## src/hw/rtl/windowed_effort_average_defines.svh

```systemverilog
// assertion macros for the windowed effort averager
// no dependencies; included by files that carry concurrent checks
`ifndef WINDOWED_EFFORT_AVERAGE_DEFINES_SVH
`define WINDOWED_EFFORT_AVERAGE_DEFINES_SVH
`ifndef SYNTHESIS
`define WEA_ASSERT_ALWAYS(label, clk, rstn, cond) \
    label: assert property (@(posedge clk) disable iff (!rstn) (cond)) \
        else $error("windowed_effort_average: invariant violated");
`define WEA_ASSERT_IMPLIES(label, clk, rstn, ante, cons) \
    label: assert property (@(posedge clk) disable iff (!rstn) (ante) |-> (cons)) \
        else $error("windowed_effort_average: implication violated");
`define WEA_ASSERT_NEXT(label, clk, rstn, ante, cons) \
    label: assert property (@(posedge clk) disable iff (!rstn) (ante) |=> (cons)) \
        else $error("windowed_effort_average: next-cycle check violated");
`else
`define WEA_ASSERT_ALWAYS(label, clk, rstn, cond)
`define WEA_ASSERT_IMPLIES(label, clk, rstn, ante, cons)
`define WEA_ASSERT_NEXT(label, clk, rstn, ante, cons)
`endif
`endif

```

## src/hw/rtl/wea_ram.sv

```systemverilog
// generic simple dual-port ram, one write and one registered read per cycle
// no dependencies
module wea_ram #(
    parameter int WIDTH = 8,
    parameter int DEPTH = 16
) (
    input  logic                                  aclk,
    input  logic                                  we,
    input  logic [((DEPTH > 1) ? $clog2(DEPTH) : 1)-1:0] waddr,
    input  logic [WIDTH-1:0]                      wdata,
    input  logic [((DEPTH > 1) ? $clog2(DEPTH) : 1)-1:0] raddr,
    output logic [WIDTH-1:0]                      rdata
);

    logic [WIDTH-1:0] mem [DEPTH];
    logic [WIDTH-1:0] rdata_reg;

    always_ff @(posedge aclk) begin
        if (we) begin
            mem[waddr] <= wdata;
        end
        rdata_reg <= mem[raddr];
    end

    assign rdata = rdata_reg;

endmodule

```

## config.mk

```make
export PLATFORM = sky130hd
export DESIGN_NAME = wea_ram
export DESIGN_NICKNAME = d
export VERILOG_FILES = /design/src/hw/rtl/windowed_effort_average_defines.svh /design/src/hw/rtl/wea_ram.sv
export SDC_FILE = /design/constraint.sdc
export NUM_CORES = 1
export LEC_CHECK = 0
export BUFFER_PORTS_ARGS = -buffer_cell sky130_fd_sc_hd__clkbuf_2
export CORE_MARGIN = 2
export CORE_UTILIZATION = 60
export CTS_CLUSTER_DIAMETER = 50
export DETAILED_ROUTE_END_ITERATION = 10
export PLACE_DENSITY = 0.78
export SETUP_SLACK_MARGIN = 0.4
export SLEW_MARGIN = 20
export SYNTH_ARGS = -nofsm -noshare
export SYNTH_HDL_FRONTEND = slang
export SYNTH_SLANG_ARGS = --single-unit
```

## constraint.sdc

```tcl
create_clock -name aclk -period 4.34 [get_ports aclk]
set_input_delay 0.434 -clock aclk [delete_from_list [all_inputs] [get_ports aclk]]
set_output_delay 0.434 -clock aclk [all_outputs]
set_load 0.005 [all_outputs]
```

# Word level (Yosys, flattened, before mapping)
# Memories as Yosys holds them, arrays and structs flattened. A register that Yosys moved wholly into a read port is not among the register bits.
# Cells that the tools add are included.
dict set report classes {
  n_mux 2
}
# operator count
set ops {}
lappend ops {{$mux W1} 2}
dict set report totals {
  reg_bits 0
  out_inout_bits 8
  wordCells 3
  mem_bits_rw 128
  n_memories 1
}
# memory words width read_ports rd_ports_with_merged_regs wr line
set memory_table {}
lappend memory_table {mem 16 8 1 1 1 wea_ram.sv:15} ;# logic [WIDTH-1:0] mem [DEPTH];

# Depth between registers and ports, before layout
# Gate-level depths: netlist of run 1.
dict set report logic_depth {
  word_depth 2
  depth_mapped 5
  depth_no_buf 3
}

# Worst setup path after synthesis of run 1
# No wires, ideal clock.
dict set report synth_path {
  kind {in2reg}
  from {input waddr[2] (netlist bit)}
  to {memory mem[0][0] (enable)}
  cell_stages 2
  arrival_time_ns 1.544
  slack_ns 2.413
  required_time_ns 3.957
  path_cell_list {or3b_2 -> nor3_1}
}
# element line
set synth_rtl {}
lappend synth_rtl {{from (decl)} wea_ram.sv:9} ;# input logic [((DEPTH > 1) ? $clog2(DEPTH) : 1)-1:0] waddr,
lappend synth_rtl {{to (decl)} wea_ram.sv:15}
# Straight into the memory's write port.

==> impl_metrics.tcl, run 1 <==
set metrics [dict create \
    status "finished, final reports clean" \
    netlist_instances 229 \
    max_freq_ghz 0.533 \
    clk_pin_slew_ns 0.06 \
    r2r_setup_slack_ns 2.88 \
    grt-ovfl-total 0 \
    antenna_found_initial 0 \
    cts.sinks 136 \
    grt_pass1_vias 2519 \
    fin_worst_skew_ns 0.00441 \
    finalCriticalPeriod_ns 1.88 \
    htreeDepth 4 \
    cp_max_fo 20 \
    core_area_um2 8260 \
    hold_slack_ns 0.345 \
    worstPathRequired_ns 4.73 \
    drive_gt1_share_pct 28.1 \
    drt_iter0_drc 256 \
    gp_congestion 0.742 \
    setup_viol 0 \
    rows 33 \
    final_nets 286 \
    crit_path_end_kind "flip-flop" \
    cts-root-buf "clkbuf_8" \
    diodes 0 \
    ios 26 \
    cts_tree "done" \
    die_w_um 96.6 \
    preCtsSetupSlack_ns 1.93 \
    ir_worst_vdd_v 0.000294 \
    dieArea_um2 9340 \
    syn-num-nets 247 \
    worstSkewPairLatency_ns 0.51 \
    tightest_slew_ns 0.981 \
    postCtsSetupBuffers 0 \
    cp-start-kind "input pin" \
    synth_area_leader_cell "edfxtp_1" \
    pwr_density_cell_nw_per_um2 529 \
    ys_ff_latch 136 \
    final_cell_mix "edfxtp_1 (128), clkbuf_2 (25), mux4_2 (18)" \
    synth_cell_types 19 \
    m1WireLength_um 4280 \
    wl_per_cell_um 25.7 \
    netlist_area_um2 5150 \
    highest_layer "met4" \
    max_slew_margin_pct 34.4 \
    avgSynthCellArea_um2 22.5 \
    dr_wl_met2_um 4930 \
    yosysSeqAreaShare_pct 77.8 \
    area_growth_pct 16.8 \
    portBuffers 25 \
    power_w 0.00318 \
    arrival_ns 2.27 \
    p_leak_nw 2.05 \
    largest_reg_flops 128 \
    chipHeight_um 96.6 \
    clock_path_buffers 2 \
    grt_max_degree 33 \
    routed_wl_um 9930 \
    vias_per_cell 6.35 \
    dp_hpwl_um 5790 \
    layout_commonest_cell "edfxtp_1" \
    hold_viol 0 \
    initial_core_util_pct 62.3 \
    met3_length_um 542 \
    grt_pass1_wl_um 15100 \
    min_period_over_period_pct 43.3 \
    worst-setup-path-type "input pin to flip-flop" \
    yosys.area.top_type_share_pct 74.7 \
    cts_resized 0 \
    via_count 2453 \
    min_path_type "input pin to flip-flop" \
    cts_hold_buf 0 \
    rsz0062_at_grt "no" \
    drv_slew 0 \
    drc 0 \
    tns_ns 0 \
    cts_made_buffers 17 \
    cap_viol_max_count 0 \
    synthTopCellsByArea "edfxtp_1 (75%), mux4_2 (7.9%), mux4_1 (7.1%)" \
    grt_usage_pct 22.7 \
    dr.pass1.iters 4 \
    utilization_pct 72.8 \
    yosysWarnings 0 \
    layout_setup_ws_ns 2.46 \
    ant_nets 0 \
]
[worst max-delay path, cell delays in order]
cell and delay, ns:
clkbuf_2 0.56, buf_4 0.39, mux4_1 0.60, a22oi_1 0.19, nand2_1 0.07
[metrics by stage]
| step | cell area [µm²] | cells |
|---|---|---|
| after detailed placement | 5360 | 354 |
| after CTS | 6010 | 386 |
| after floorplan | 5150 | 229 |
| after global placement | 5360 | 354 |
| after global routing | 6010 | 386 |
| final | 6010 | 386 |
[logic make-up (layout without fill, tap and decap cells)]
family	Yosys count	count (layout)	share of synthesized area, %
flip-flops	136	136	77.8
AO/OA/AOI/OAI	16	16	2.33
buffers and inverters	10	62	1.68
AND/OR/NAND/NOR	35	35	3.18
multiplexers	32	32	15.0
[synthesized netlist by cell type]
| master | count |
|---|---|
| dfxtp_1 | 8 |
| mux4_2 | 18 |
| mux4_1 | 14 |
| nand3b_1 | 2 |
| and2b_1 | 1 |
| a22oi_1 | 16 |
| nand2b_1 | 2 |
| nor2_1 | 13 |
| buf_6 | 3 |
| edfxtp_1 | 128 |
| buf_4 | 1 |
| nand2_1 | 9 |
| buf_2 | 3 |
| or3b_2 | 1 |
| clkdlybuf4s25_2 | 3 |
| nand3_1 | 1 |
| nor2b_1 | 1 |
| nor3_1 | 4 |
| and2_1 | 1 |
[layer usage]
| layer | track usage (%) | vias to the layer above |
|---|---|---|
| met5 | 0 | - |
| met2 | 35.0 | 102 |
| met1 | 31.6 | 1279 |
| met4 | 9.75 | 0 |
| li1 | - | 1053 |
| met3 | 5.56 | 19 |
[cell type report]
cell class,instances,area [µm²]
multi-input combinational,83,1060
clock buffer,20,435
timing repair buffer,30,163
sequential,136,4000
tap,105,131
fill,485,2250
clock inverter,12,221
[worst paths after layout]
path,from,to,cells after the start
setup / recovery,raddr[0],rdata[1]$_DFF_P_,5
hold / removal,wdata[1],mem[5][1]$_DFFE_PP_,1
setup reg to reg,mem[3][6]$_DFFE_PP_,rdata[6]$_DFF_P_,3
hold reg to reg,mem[13][6]$_DFFE_PP_,rdata[6]$_DFF_P_,3
[power by group]
part	switching, W	internal (W)
sequential	0.00000922	0.00147
combinational	0.0000754	0.0000532
clock	0.000511	0.00106
total	0.000595	0.00259
(Power assumes the default switching activity.)
==> inputs of run 2 (changes only) <==
CORE_UTILIZATION = 54   (was 60)
PLACE_DENSITY = 0.74   (was 0.78)
clock period = 1.7 ns   (was 4.34 ns; I/O delays follow)
==> run 2 against run 1 <==
  * Global-route usage fell by 2.4 points
  * Final cell count rose by 10%
  * Count of clock-buffer cells in the layout fell by 2
  * Largest power group is now registers
  * Clock power rose by 110%
  * Critical endpoint is now rdata[0]$_DFF_P_
  * Largest cell class unchanged
==> impl_metrics.tcl, run 2 (same netlist as run 1, synthesis figures left out) <==
set metrics [dict create \
    drt_iter0_drc 192 \
    gp_congestion 0.724 \
    pwr_density_cell_nw_per_um2 1220 \
    rows 35 \
    cts-root-buf "clkbuf_8" \
    num-fill-cells 597 \
    fin_worst_skew_ns 0.00637 \
    ir_worst_vdd_v 0.000741 \
    grt_pass1_vias 2519 \
    crit_start "mem[1][0]$_DFFE_PP_" \
    tns_ns 0 \
    dieArea_um2 10300 \
    wl_per_cell_um 21.5 \
    hold_viol 0 \
    htreeDepth 4 \
    seqCellArea_um2 4000 \
    grt_usage_pct 20.3 \
    die_w_um 102 \
    reg2reg_to "rdata[0]$_DFF_P_" \
    rsz0062_at_grt "yes" \
    grt_max_degree 33 \
    clk_pin_slew_ns 0.06 \
    layout_commonest_cell "edfxtp_1" \
    cts.sinks 136 \
    cts_hold_buf 0 \
    slowest_delay_ns 0.51 \
    finalCriticalPeriod_ns 1.29 \
    chipHeight_um 102 \
    worstSkewPairLatency_ns 0.51 \
    routed_wl_um 9150 \
    max_slew_margin_pct 68.0 \
    preCtsSetupSlack_ns 0.129 \
    via_count 2433 \
    drc 0 \
    final_nets 302 \
    max_freq_ghz 0.777 \
    vias_per_cell 5.71 \
    setup_viol 0 \
    largest_reg_flops 128 \
    grt_pass1_wl_um 14600 \
    final_cell_mix "edfxtp_1 (128), clkbuf_2 (25), mux4_2 (23)" \
    endpoint "rdata[0]$_DFF_P_" \
    hold_slack_ns 0.0783 \
    slowest_stage "mux4_1" \
    min_path_type "input pin to flip-flop" \
    drive_gt1_share_pct 37.0 \
    cp_max_fo 1 \
    worstPathCellList "mux4_1, a22oi_1, nand2_1" \
    initial_core_util_pct 55.7 \
    drv_slew 0 \
    cap_viol_max_count 0 \
    dp_hpwl_um 5860 \
    ant_nets 0 \
    area_growth_pct 19.0 \
    clock_path_buffers 2 \
    portBuffers 25 \
    multi_input_area_um2 1100 \
    layout_setup_ws_ns 0.413 \
    p_leak_nw 2.07 \
    cts_made_buffers 17 \
    antenna_found_initial 0 \
    min_period_over_period_pct 75.7 \
    diodes 0 \
    core_area_um2 9240 \
    rr_worst_depth 3 \
    status "finished, final reports clean" \
    cts_tree "done" \
    worstPathRequired_ns 2.09 \
    dr.pass1.iters 4 \
    tightest_slew_ns 0.479 \
    grt-ovfl-total 0 \
    ios 26 \
    timing.rr.start "mem[1][0]$_DFFE_PP_" \
    worst-setup-path-type "flip-flop to flip-flop" \
    cp-start-kind "flip-flop" \
    arrival_ns 1.68 \
    r2r_setup_slack_ns 0.41 \
    crit_path_end_kind "flip-flop" \
]
run 2: cell count changes in the layout (fill, tap and decap cells not counted), moves of 3 or more:
cell	previous run	this run
mux4_1	14	9
nor2_2	0	3
a22oi_2	0	6
bufinv_16	6	2
clkinvlp_4	0	4
a22oi_1	16	10
buf_4	5	19
mux4_2	18	23
nor2_1	13	10
clkinv_1	0	3
nor3_1	4	1
run 2: per-stage QoR:
step | util [%] | instance area [µm²] | instances | total power [W]
floorplan | - | 5190 | 229 | 0.00403
global placement | 60.2 | 5560 | 394 | 0.00418
detailed placement | 60.2 | 5560 | 394 | 0.00419
CTS | 66.4 | 6140 | 426 | 0.00754
global route | 66.3 | 6120 | 426 | 0.00774
finish | 66.3 | 6120 | 426 | 0.00748
run 2: critical path, delay by kind of cell (launching register included):
| family | cells | cell delay (ns) |
|---|---|---|
| multiplexers | 1 | 0.51 |
| flip-flops | 1 | 0.36 |
| AO/OA/AOI/OAI | 1 | 0.21 |
| AND/OR/NAND/NOR | 1 | 0.09 |
run 2: power breakdown:
part | internal (W) | total [W] | switching [W]
clock | 0.00206 | 0.00334 | 0.00128
combinational | 0.000160 | 0.000357 | 0.000197
sequential | 0.00375 | 0.00377 | 0.0000246
total | 0.00597 | 0.00748 | 0.00151
run 2: timing repair:
item / in CTS / in global routing
gates resized for setup: 8 / 3
buffers inserted: 0 / 0
endpoints found under the setup margin: 7 / 7
cloned: 0 / 0
hold endpoints to repair: 0 / 0
pin swaps: 0 / 5
run 2: how the worst min path moves through the flow:
stage,endpoint,start,slack [ns],cells after the start
2_1_floorplan,mem[0][0]$_DFFE_PP_,wdata[0],0.27,0
3_3_place_gp,rdata[1],rdata[1]$_DFF_P_,0.54,1
3_5_place_dp,rdata[1],rdata[1]$_DFF_P_,0.54,1
4_1_cts,mem[14][5]$_DFFE_PP_,wdata[5],0.06,1
5_1_grt,mem[1][5]$_DFFE_PP_,wdata[5],0.09,1
6_report,mem[5][5]$_DFFE_PP_,wdata[5],0.08,1
run 2: metal layers:
layer	track usage [%]	wire length, µm	vias to the layer above
met1	28.0	4000	1272
met3	6.07	465	9
li1	-	-	1082
met4	7.80	101	0
met5	0	0	-
met2	30.9	4580	70
run 2: layout make-up:
| type | instances | share of cell area, % |
|---|---|---|
| clock buffer | 18 | 6.82 |
| clock inverter | 14 | 2.19 |
| multi-input combinational | 83 | 18.0 |
| sequential | 136 | 65.4 |
| tap | 129 | 2.64 |
| timing repair buffer | 46 | 5.03 |
